### src/rtl/core/lmts_pkg.sv
`default_nettype none
// ============================================================================
// LED matrix text scroller package
// Shared constants, the command and status structs, the controller state
// type and the 5x7 font table.
// ============================================================================
package lmts_pkg;

    localparam int MAX_COLUMNS = 256;
    localparam int COL_W       = $clog2(MAX_COLUMNS);
    localparam int CNT_W       = COL_W + 1;

    localparam int GLYPH_COUNT  = 30;
    localparam int GLYPH_WIDTH  = 5;
    localparam int CHAR_COLUMNS = GLYPH_WIDTH + 1;
    localparam int WINDOW       = 8;

    localparam logic [4:0] GLYPH_BLANK  = 5'd26;
    localparam logic [4:0] GLYPH_DASH   = 5'd27;
    localparam logic [4:0] GLYPH_COLON  = 5'd28;
    localparam logic [4:0] GLYPH_EQUALS = 5'd29;

    localparam logic [1:0] KIND_LOAD = 2'd0;
    localparam logic [1:0] KIND_TICK = 2'd1;
    localparam logic [1:0] KIND_STOP = 2'd2;

    localparam logic [3:0] STEP_GLYPH_END = 4'd5;
    localparam logic [3:0] STEP_READ_END  = 4'd8;
    localparam logic [3:0] STEP_ROW_END   = 4'd7;

    typedef enum logic [2:0] {
        ST_IDLE,
        ST_LOAD,
        ST_READ,
        ST_ROWS,
        ST_FIN
    } t_state;

    typedef struct packed {
        logic load_glyph;
        logic clear;
        logic step_clr;
        logic step_inc;
        logic wr;
        logic cap;
        logic emit_row;
        logic emit_fin;
        logic pos_inc;
    } t_cmd;

    typedef struct packed {
        logic [3:0] step;
        logic       full;
        logic       at_end;
        logic       out_free;
    } t_status;

    // column 0 in the top byte
    localparam logic [39:0] FONT [GLYPH_COUNT] = '{
        40'h7E0909097E, 40'h7F49494936, 40'h3E41414122, 40'h7F4141413E,
        40'h7F49494941, 40'h7F09090901, 40'h3E4149497A, 40'h7F0808087F,
        40'h00417F4100, 40'h2040413F01, 40'h7F08142241, 40'h7F40404040,
        40'h7F0204027F, 40'h7F0408107F, 40'h3E4141413E, 40'h7F09090906,
        40'h3E4151215E, 40'h7F09192946, 40'h4649494931, 40'h01017F0101,
        40'h3F4040403F, 40'h1F2040201F, 40'h7F2018207F, 40'h6314081463,
        40'h0708700807, 40'h6151494543, 40'h0000000000, 40'h0808080808,
        40'h0800080000, 40'h1414141414
    };

    function automatic logic [4:0] glyph_index(input logic [7:0] code);
        logic [7:0] rel;
        rel = code - 8'd65;
        if (code >= 8'd65 && code <= 8'd90) begin
            return rel[4:0];
        end else if (code == 8'd45) begin
            return GLYPH_DASH;
        end else if (code == 8'd58) begin
            return GLYPH_COLON;
        end else if (code == 8'd61) begin
            return GLYPH_EQUALS;
        end
        return GLYPH_BLANK;
    endfunction

    function automatic logic [7:0] glyph_column(input logic [4:0] g, input logic [2:0] j);
        logic [39:0] glyph;
        glyph = (int'(g) < GLYPH_COUNT) ? FONT[g] : 40'd0;
        if (int'(j) >= GLYPH_WIDTH) begin
            return 8'h00;
        end
        return glyph[39 - 8 * int'(j) -: 8];
    endfunction

endpackage
`default_nettype wire

### src/rtl/core/lmts_ctrl.sv
`default_nettype none
// ============================================================================
// LED matrix text scroller controller
// Decodes the item kind and sequences glyph writes, window reads and row
// emission through commands to the datapath.
// ============================================================================
module lmts_ctrl (
    input  wire logic             i_clk,
    input  wire logic             i_rst_n,
    input  wire logic             i_in_valid,
    input  wire logic [1:0]       i_kind,
    input  wire lmts_pkg::t_status i_status,
    output lmts_pkg::t_cmd        o_cmd,
    output logic                  o_busy
);

    lmts_pkg::t_state r_state;
    lmts_pkg::t_state n_state;

    always_ff @(posedge i_clk) begin
        if (!i_rst_n) begin
            r_state <= lmts_pkg::ST_IDLE;
        end else begin
            r_state <= n_state;
        end
    end

    always_comb begin
        n_state = r_state;
        unique case (r_state)
            lmts_pkg::ST_IDLE: begin
                if (i_in_valid) begin
                    unique case (i_kind)
                        lmts_pkg::KIND_LOAD: begin
                            if (!i_status.full) n_state = lmts_pkg::ST_LOAD;
                        end
                        lmts_pkg::KIND_TICK: begin
                            n_state = i_status.at_end ? lmts_pkg::ST_FIN
                                                      : lmts_pkg::ST_READ;
                        end
                        default: n_state = lmts_pkg::ST_IDLE;
                    endcase
                end
            end
            lmts_pkg::ST_LOAD: begin
                if (i_status.step == lmts_pkg::STEP_GLYPH_END) n_state = lmts_pkg::ST_IDLE;
            end
            lmts_pkg::ST_READ: begin
                if (i_status.step == lmts_pkg::STEP_READ_END) n_state = lmts_pkg::ST_ROWS;
            end
            lmts_pkg::ST_ROWS: begin
                if (i_status.out_free && i_status.step == lmts_pkg::STEP_ROW_END) begin
                    n_state = lmts_pkg::ST_IDLE;
                end
            end
            lmts_pkg::ST_FIN: begin
                if (i_status.out_free) n_state = lmts_pkg::ST_IDLE;
            end
            default: n_state = lmts_pkg::ST_IDLE;
        endcase
    end

    always_comb begin
        o_cmd  = '0;
        o_busy = 1'b1;
        unique case (r_state)
            lmts_pkg::ST_IDLE: begin
                o_busy = 1'b0;
                if (i_in_valid) begin
                    unique case (i_kind)
                        lmts_pkg::KIND_LOAD: begin
                            o_cmd.load_glyph = 1'b1;
                            o_cmd.step_clr   = 1'b1;
                        end
                        lmts_pkg::KIND_TICK: o_cmd.step_clr = 1'b1;
                        lmts_pkg::KIND_STOP: o_cmd.clear    = 1'b1;
                        default: o_cmd = '0;
                    endcase
                end
            end
            lmts_pkg::ST_LOAD: begin
                o_cmd.wr       = 1'b1;
                o_cmd.step_inc = 1'b1;
            end
            lmts_pkg::ST_READ: begin
                o_cmd.cap      = (i_status.step != 4'd0);
                o_cmd.step_inc = 1'b1;
                o_cmd.step_clr = (i_status.step == lmts_pkg::STEP_READ_END);
            end
            lmts_pkg::ST_ROWS: begin
                if (i_status.out_free) begin
                    o_cmd.emit_row = 1'b1;
                    o_cmd.step_inc = 1'b1;
                    o_cmd.pos_inc  = (i_status.step == lmts_pkg::STEP_ROW_END);
                end
            end
            lmts_pkg::ST_FIN: o_cmd.emit_fin = i_status.out_free;
            default: o_cmd = '0;
        endcase
    end

endmodule
`default_nettype wire

### src/rtl/core/lmts_dp.sv
`default_nettype none
// ============================================================================
// LED matrix text scroller datapath
// Column store, count and position registers, window buffer, row
// transpose and output register.
// ============================================================================
module lmts_dp (
    input  wire logic          i_clk,
    input  wire logic          i_rst_n,
    input  wire logic [7:0]    i_char_code,
    input  wire lmts_pkg::t_cmd i_cmd,
    input  wire logic          i_out_stall,
    output lmts_pkg::t_status  o_status,
    output logic               o_out_valid,
    output logic [3:0]         o_row_address,
    output logic [7:0]         o_row_bits,
    output logic               o_finished,
    output logic               o_last
);

    logic [7:0] r_mem [lmts_pkg::MAX_COLUMNS];
    logic [7:0] r_rd_data;
    logic [7:0] r_win [lmts_pkg::WINDOW];

    logic [lmts_pkg::CNT_W-1:0] r_count;
    logic [lmts_pkg::CNT_W-1:0] r_pos;
    logic [4:0]                 r_glyph;
    logic [3:0]                 r_step;

    logic                       r_out_valid;
    logic [3:0]                 r_row_address;
    logic [7:0]                 r_row_bits;
    logic                       r_finished;
    logic                       r_last;

    logic [lmts_pkg::CNT_W:0]   w_end_sum;
    logic [lmts_pkg::CNT_W:0]   w_fill_sum;
    logic [lmts_pkg::CNT_W-1:0] w_rd_sum;
    logic [lmts_pkg::COL_W-1:0] w_rd_addr;
    logic [2:0]                 w_row;
    logic [7:0]                 w_row_bits;
    logic                       w_out_free;

    assign w_end_sum  = {1'b0, r_pos} + (lmts_pkg::CNT_W+1)'(lmts_pkg::WINDOW);
    assign w_fill_sum = {1'b0, r_count} + (lmts_pkg::CNT_W+1)'(lmts_pkg::CHAR_COLUMNS);
    assign w_rd_sum   = r_pos + lmts_pkg::CNT_W'(r_step);
    assign w_rd_addr  = w_rd_sum[lmts_pkg::COL_W-1:0];
    assign w_row      = r_step[2:0];
    assign w_out_free = !r_out_valid || !i_out_stall;

    always_comb begin
        for (int b = 0; b < lmts_pkg::WINDOW; b++) begin
            w_row_bits[b] = r_win[b][w_row];
        end
    end

    assign o_status.step     = r_step;
    assign o_status.full     = w_fill_sum > (lmts_pkg::CNT_W+1)'(lmts_pkg::MAX_COLUMNS);
    assign o_status.at_end   = w_end_sum >= {1'b0, r_count};
    assign o_status.out_free = w_out_free;

    always_ff @(posedge i_clk) begin
        if (i_cmd.wr) begin
            r_mem[r_count[lmts_pkg::COL_W-1:0]] <= lmts_pkg::glyph_column(r_glyph, r_step[2:0]);
        end
        r_rd_data <= r_mem[w_rd_addr];
    end

    // shift in so the first column read ends at window column 0
    always_ff @(posedge i_clk) begin
        if (i_cmd.cap) begin
            for (int i = 0; i < lmts_pkg::WINDOW - 1; i++) begin
                r_win[i] <= r_win[i+1];
            end
            r_win[lmts_pkg::WINDOW-1] <= r_rd_data;
        end
        if (i_cmd.load_glyph) begin
            r_glyph <= lmts_pkg::glyph_index(i_char_code);
        end
    end

    always_ff @(posedge i_clk) begin
        if (!i_rst_n) begin
            r_count <= '0;
            r_pos   <= '0;
            r_step  <= '0;
        end else begin
            if (i_cmd.clear) begin
                r_count <= '0;
                r_pos   <= '0;
            end else begin
                if (i_cmd.wr) r_count <= r_count + 1'b1;
                if (i_cmd.pos_inc) r_pos <= r_pos + 1'b1;
            end
            if (i_cmd.step_clr) begin
                r_step <= '0;
            end else if (i_cmd.step_inc) begin
                r_step <= r_step + 1'b1;
            end
        end
    end

    always_ff @(posedge i_clk) begin
        if (!i_rst_n) begin
            r_out_valid <= 1'b0;
        end else if (i_cmd.emit_row || i_cmd.emit_fin) begin
            r_out_valid <= 1'b1;
        end else if (!i_out_stall) begin
            r_out_valid <= 1'b0;
        end
    end

    always_ff @(posedge i_clk) begin
        if (i_cmd.emit_row) begin
            r_row_address <= {1'b0, w_row} + 4'd1;
            r_row_bits    <= w_row_bits;
            r_finished    <= 1'b0;
            r_last        <= (r_step == lmts_pkg::STEP_ROW_END);
        end else if (i_cmd.emit_fin) begin
            r_row_address <= 4'd0;
            r_row_bits    <= 8'h00;
            r_finished    <= 1'b1;
            r_last        <= 1'b1;
        end
    end

    assign o_out_valid   = r_out_valid;
    assign o_row_address = r_row_address;
    assign o_row_bits    = r_row_bits;
    assign o_finished    = r_finished;
    assign o_last        = r_last;

endmodule
`default_nettype wire

### src/rtl/core/led_matrix_text_scroller.sv
`default_nettype none
// ============================================================================
// LED matrix text scroller
// Builds a column store from 5x7 glyphs; a tick turns the 8-column window
// at the scroll position into eight row writes, or a finished result at end.
// ============================================================================
// A load item is accepted and then makes six single-port column writes,
// or is dropped at accept when the store is full. A stop item and an
// unknown kind are taken at accept alone. A tick is accepted, reads the
// eight window columns through the registered store port, then puts
// eight row results into the output register, holding while the output
// stalls; a finished tick puts one finished result there. The output
// register lets the next item be accepted while the last result waits.
module led_matrix_text_scroller (
    input  wire logic       i_clk,
    input  wire logic       i_rst_n,
    input  wire logic       i_in_valid,
    output logic            o_in_stall,
    input  wire logic [1:0] i_kind,
    input  wire logic [7:0] i_char_code,
    output logic            o_out_valid,
    input  wire logic       i_out_stall,
    output logic [3:0]      o_row_address,
    output logic [7:0]      o_row_bits,
    output logic            o_finished,
    output logic            o_last
);

    lmts_pkg::t_cmd    w_cmd;
    lmts_pkg::t_status w_status;
    logic              w_busy;

    lmts_ctrl u_ctrl (
        .i_clk      (i_clk),
        .i_rst_n    (i_rst_n),
        .i_in_valid (i_in_valid),
        .i_kind     (i_kind),
        .i_status   (w_status),
        .o_cmd      (w_cmd),
        .o_busy     (w_busy)
    );

    lmts_dp u_dp (
        .i_clk         (i_clk),
        .i_rst_n       (i_rst_n),
        .i_char_code   (i_char_code),
        .i_cmd         (w_cmd),
        .i_out_stall   (i_out_stall),
        .o_status      (w_status),
        .o_out_valid   (o_out_valid),
        .o_row_address (o_row_address),
        .o_row_bits    (o_row_bits),
        .o_finished    (o_finished),
        .o_last        (o_last)
    );

    assign o_in_stall = w_busy;

endmodule
`default_nettype wire

### config.mk
export PLATFORM = sky130hd
export DESIGN_NAME = led_matrix_text_scroller
export DESIGN_NICKNAME = d
export VERILOG_FILES = /design/src/rtl/core/lmts_pkg.sv /design/src/rtl/core/lmts_ctrl.sv /design/src/rtl/core/lmts_dp.sv /design/src/rtl/core/led_matrix_text_scroller.sv
export SDC_FILE = /design/constraint.sdc
export NUM_CORES = 2
export LEC_CHECK = 0
export BUFFER_PORTS_ARGS = -buffer_cell sky130_fd_sc_hd__clkbuf_2
export CAP_MARGIN = 20
export CORE_MARGIN = 2
export CORE_UTILIZATION = 55
export DETAILED_ROUTE_END_ITERATION = 8
export MAX_ROUTING_LAYER = met4
export PLACE_DENSITY_LB_ADDON = 0.1
export SYNTH_ARGS = -nofsm -noshare
export SYNTH_HDL_FRONTEND = slang
export SYNTH_SLANG_ARGS = --single-unit
### constraint.sdc
create_clock -name i_clk -period 13.68 [get_ports i_clk]
set_input_delay 1.368 -clock i_clk [delete_from_list [all_inputs] [get_ports i_clk]]
set_output_delay 1.368 -clock i_clk [all_outputs]
set_load 0.05 [all_outputs]
# Word level (Yosys, flattened, before mapping)
# Memories as Yosys holds them, arrays and structs flattened. A register that Yosys moved wholly into a read port is not among the register bits.
# Index checks and enable logic that the tools add are counted.
# totals
ff_bits,45
mem_bits_rw,2112
rom_bits,1280
in_bits,14
output_inout_bits,16
word_cells,136
n_memories,3
# op_classes
n_addsub,9
n_lt_le_gt_ge,8
n_eq_ne,19
shifts,1
mux,69
bitwise_logic,2
reduce_logical,15
# memory_table
memory,depth,word_bits,rd,rd_ports_with_merged_regs,wr,line_no,text
u_dp.r_mem,256,8,1,1,1,lmts_dp.sv:21,logic [7:0] r_mem [lmts_pkg::MAX_COLUMNS];
(name not given),32,40,1,0,0,lmts_pkg.sv:87,glyph = (int'(g) < GLYPH_COUNT) ? FONT[g] : 40'd0;
u_dp.r_win,8,8,8,0,8,lmts_dp.sv:23,logic [7:0] r_win [lmts_pkg::WINDOW];
# ops
cell,n
2-to-1 mux 40 bit,3
indexed part select 47 x 32 -> 8 bit,1
2-to-1 mux 8 bit,5
2-to-1 mux 1 bit,29
binary-select mux 1 bit (select 3 bit),8
"equality test 8 x 6 -> 1 bit, second input constant",3
2-to-1 mux 3 bit,7
2-to-1 mux 5 bit,4
"adder 9 x 1 -> 9 bit, second input constant",2
case mux 3 bit (5 select lines),1
case mux 1 bit (2 select lines),6
"adder 9 x 3 -> 10 bit, second input constant",1
"adder 9 x 4 -> 10 bit, second input constant",1
>= comparator 10 x 9 -> 1 bit,1
"greater-than comparator 10 x 9 -> 1 bit, second input constant",1
"!= test 2 x 1 -> 1 bit, second input constant",5
2-to-1 mux 9 bit,1
adder 8 x 4 -> 8 bit,1
"equality test 4 x 3 -> 1 bit, second input constant",2
">= comparator 8 x 7 -> 1 bit, second input constant",1
"<= comparator 8 x 7 -> 1 bit, second input constant",1
2-to-1 mux 4 bit,2
OR reduction 2 bit,4
"subtractor 6 x 6 -> 7 bit, first input constant",1
28 further kinds,32

# Longest topological paths before layout
# depth
word_depth,8
ltp_mapped,13
mapped_depth_nobuf,10

# Cells and area by module
# A second synthesis with hierarchy kept.
# unflattened
hier_cells,3564
hier_area_um2,75677.6
# by_module_without_submodules
mod,n_inst,cells_each,area_each_um2,seq_area_each_um2
lmts_dp,1,3518,75311.0,56654.3
lmts_ctrl,1,46,366.6,60.1

# Least setup slack after synthesis
# Ideal clock, no wire load.
# synth_timing
path_type,reg2reg
from,register u_dp.r_step[0]
to,"memory u_dp.r_mem[0][0], data pin"
setup_ns,2.096
arrival_time_ns,12.234
required_ns,11.584
setup_slack_ns,-0.650
stages_incl_launch_ff,13
n_path_buf,2
synth_period_minus_slack_ns,14.330
cell_sequence,dfxtp_1 buf_1 inv_1 ha_1 or2_2 clkbuf_1 mux2i_1 a221o_1 nand2_1 o31a_1 a21oi_1 o21a_1 nor3_1
# synth_via
elab_chain_cells,5
word_cells_on_any_way,7
classes_between,add/sub: 1; order compare: 1; shift: 1; mux: 4
# synth_rtl
element,line_no,text
"start, declared",lmts_dp.sv:28,logic [3:0] r_step;
"start signal, assigned",lmts_dp.sv:98,r_step <= r_step + 1'b1;
branches (longest 3 deep; another with subtractor 6 x 6 -> 7 bit),--,
2-to-1 mux 8 bit *,lmts_pkg.sv:91,return glyph[39 - 8 * int'(j) -: 8];
2-to-1 mux 8 bit *,lmts_dp.sv:63,if (i_cmd.wr) begin
"end, declared",lmts_dp.sv:21,
# Every way passes the cells marked *. The select of a mux whose other input is x is not followed.

# Worst setup path after layout
# layout_timing
from,register u_dp.r_step[1]
to,"register u_dp.r_rd_data[5], read port of u_dp.r_mem"
# layout_via
elab_chain_cells,1
# layout_rtl
element,line_no,text
adder 8 x 4 -> 8 bit,lmts_dp.sv:46,assign w_rd_sum = r_pos + lmts_pkg::CNT_W'(r_step);
"end, declared",lmts_dp.sv:22,logic [7:0] r_rd_data;
# No other way between the ends.
# A chain may end at the register's enable or synchronous reset.

==> flow_metrics.py <==
metrics = {
    "die": {
        "die_area_um2": 142000,
        "die_width_um": 376,
        "core-area_um2": 137000,
        "core.rowCount": 136,
        "die_y_um": 376,
        "start_util_pct": 55.5,
        "ios": 30,
    },
    "timing": {
        "finalHoldViolCount": 0,
        "setup_tns_ps": 0,
        "setup_viol": 0,
        "fin_crit_ps": 5770,
        "rsz0062_at_grt": "false",
        "relSlewSlack_pct": 20.9,
        "setup_ws_ps": 7910,
        "drv_slew": 0,
        "max_freq_mhz": 173,
        "clock_skew_ps": 34.1,
        "post-route-period-util_pct": 42.2,
        "tightest_slew_ps": 1190,
    },
    "run_status": {
        "status": "completed",
    },
    "clock_network": {
        "cts_resized": 0,
        "root_buffer": "clkbuf_16",
        "clkTransAtPathRegs_ps": 70,
        "postCtsHoldBufs": 0,
        "numCtsBuffers": 187,
        "cts_setup_buffers": 0,
        "clkSinkCount": 1900,
        "clkLatencyLatePin_ps": 820,
        "cts_max_path_buffers": 3,
        "cts_max_level": 4,
        "cts_tree": "done",
    },
    "logic_synthesis": {
        "avgSynthCellArea_um2": 18.7,
        "synth-seq-cells": 1900,
        "yosys.area.top_type": "edfxtp_1",
        "ys_seq_area_share_pct": 74.3,
        "syn_inst": 4076,
        "synth-edff-count": 1866,
        "netlist_area_um2": 76300,
        "ys.flop_type": "edfxtp_1",
        "syn_nets": 4133,
        "async_flop_share_pct": 0,
        "yosys_warnings": 0,
        "synth_top_area_share_pct": 73.5,
        "synthDistinctLibCells": 77,
        "synth.area.top_cells": "edfxtp_1 73%, mux4_2 14%, nor2_1 1.8%, nand2_1 1.8%, nand3_1 1.3%",
    },
    "detailed_routing": {
        "drt_iter0_drc": 4476,
        "wl_per_cell_um": 29.9,
        "drt_wl_total_mm": 181,
        "ant_nets": 0,
        "via_per_inst": 6.39,
        "drt_first_pass_iters": 5,
        "vias": 38800,
        "drc": 0,
    },
    "placed_design": {
        "placed_cell_area_um2": 78300,
        "post-place-ws_ps": 7890,
        "numPortBuffers": 29,
        "gp_congestion": 0.880,
        "dp_hpwl_mm": 106,
    },
    "job": {
        "cap_violations": 0,
    },
    "layout": {
        "final_cell_area_um2": 84300,
        "drive_gt1_share_pct": 20.8,
        "nFillCells": 9797,
        "area_delta_synth_final_pct": 10.5,
        "nets": 4182,
    },
    "min_path": {
        "worstHoldPathType": "reg -> reg",
    },
    "critical_path": {
        "cp.arrival_ps": 6460,
        "end_kind": "register",
        "critical_path_class": "reg -> reg",
        "cp_data_required_time_ps": 14370,
        "crit_path_start_kind": "register",
        "crit_path_max_fanout": 121,
    },
    "power": {
        "pwr-share-seq_pct": 53.4,
        "p_leak_nw": 26.1,
        "combPwrFrac_pct": 6.6,
        "switchingPower_w": 0.00272,
        "swShare_pct": 21.8,
        "clockPowerShare_pct": 40.0,
        "intPower_w": 0.00976,
        "power_density_nw_per_um2": 148,
        "peakVddDrop_mv": 0.112,
    },
    "global_routing": {
        "antenna_found_initial": 4,
        "grt_usage_pct": 26.8,
        "grt.overflow.total": 0,
        "grt_pass1_vias": 38900,
        "grt_pass1_wl_mm": 267,
        "grt_max_degree": 173,
    },
}
-- final cells by class --
| class | instances | area [µm²] | area share [%] |
|---|---|---|---|
| clock inverter | 98 | 875 | 1.04 |
| timing repair buffer | 110 | 921 | 1.09 |
| multi-input combinational | 1899 | 18500 | 21.9 |
| inverter | 27 | 101 | 0.120 |
| antenna | 1 | 2.50 | 0.00297 |
| clock buffer | 235 | 5010 | 5.94 |
| sequential | 1900 | 56700 | 67.3 |
| tap | 1794 | 2240 | 2.66 |
-- worst max-delay path, cell delays in order (launching register included) --
cell	delay, ps
dfxtp_1	550
buf_4	330
fa_4	1010
buf_4	760
buf_12	600
mux4_2	420
nand2_1	100
nand3_1	110
and3_1	260
a2111oi_2	1010
nor4_1	120
and3_1	220
-- worst paths after layout --
| kind | endpoint | slack [ps] | start | cells past startpoint |
|---|---|---|---|---|
| worst max-delay path | u_dp.r_rd_data[5] | 7910 | u_dp.r_step[1] | 11 |
| worst min-delay path | u_dp.r_win[1][19] | 440 | u_dp.r_win[1][27] | 0 |
| worst max register to register | u_dp.r_rd_data[5] | 7910 | u_dp.r_step[1] | 11 |
| worst min register to register | u_dp.r_win[1][19] | 440 | u_dp.r_win[1][27] | 0 |
-- metrics by stage --
step | hold slack [ps] | power (W) | cells | utilization, %
global placement | 431 | 0.00759 | 5719 | 56.9
floorplan | 386 | 0.00741 | 4076 | -
detailed placement | 432 | 0.00761 | 5726 | 57.0
global route | 455 | 0.0128 | 6064 | 61.3
finish | 444 | 0.0125 | 6064 | 61.3
CTS | 440 | 0.0126 | 6059 | 61.2
-- cells in the mapped netlist (27+ instances only) --
library cell and n:
o21ai_0 36, nor2_1 361, nand2_1 360, a21oi_1 87
buf_2 47, mux2i_1 45, ha_1 42, mux4_2 476
clkbuf_1 129, dfxtp_1 34, inv_1 27, edfxtp_1 1866
buf_4 43, nand3_1 191
-- state kept, by name, summed over array words and instances, names as in the netlist --
register / cells
u_dp.r_step: 4
u_dp.r_mem: 1792
u_dp.o_row_address: 4
u_dp.r_win: 56
u_dp.r_rd_data: 7
u_dp.o_last: 1
u_dp.o_row_bits: 8
u_dp.r_count: 9
u_dp.r_pos: 9
u_dp.o_finished: 1
u_dp.o_out_valid: 1
u_ctrl.r_state: 3
u_dp.r_glyph: 5
-- cells in the final DEF (no fill, tap or decap), types with 8 or more instances in the layout --
cell / count
clkinv_1: 46
ha_1: 41
buf_12: 8
nand3_2: 10
a21boi_0: 9
a211oi_1: 11
nor2_1: 360
a21oi_1: 83
bufinv_16: 15
nand3_1: 181
edfxtp_1: 1866
a31oi_1: 16
nor4_1: 26
nand2_1: 358
inv_1: 27
clkbuf_2: 29
o22ai_1: 10
mux4_2: 476
clkbuf_16: 193
o21ai_0: 36
nor2b_1: 12
dfxtp_1: 33
xor2_1: 9
clkbuf_1: 40
nand4_1: 24
clkinv_2: 27
and3_1: 22
buf_4: 64
mux2i_1: 45
xnor2_1: 21
nor3_1: 14
-- layer usage --
metal / vias to the layer above / GRT usage, % / wire, µm
met2: 1634 / 39.3 / 84300
met3: 292 / 5.62 / 16000
li1: 16400 / - / -
met4: 0 / 7.42 / 4720
met5: - / - / 0
met1: 20400 / 38.7 / 76200
-- logic make-up after synthesis --
logic type | synth area share, %
adders and majority gates | 0.715
and+or+nand+nor | 5.97
AOI/OAI and AO/OA | 2.11
muxes | 14.7
xor gates and xnor gates | 0.390
buffers and inverters | 1.77
DFF | 74.3
-- power by group through the flow --
stage	registers [W]	clock network, W	logic [W]
6_report	0.00667	0.00499	0.000818
5_1_grt	0.00667	0.00529	0.000886
3_3_place_gp	0.00679	0	0.000799
4_1_cts	0.00667	0.00506	0.000820
2_1_floorplan	0.00690	0	0.000510
3_5_place_dp	0.00679	0	0.000820
Note: power is estimated with default switching activity, not from simulation.
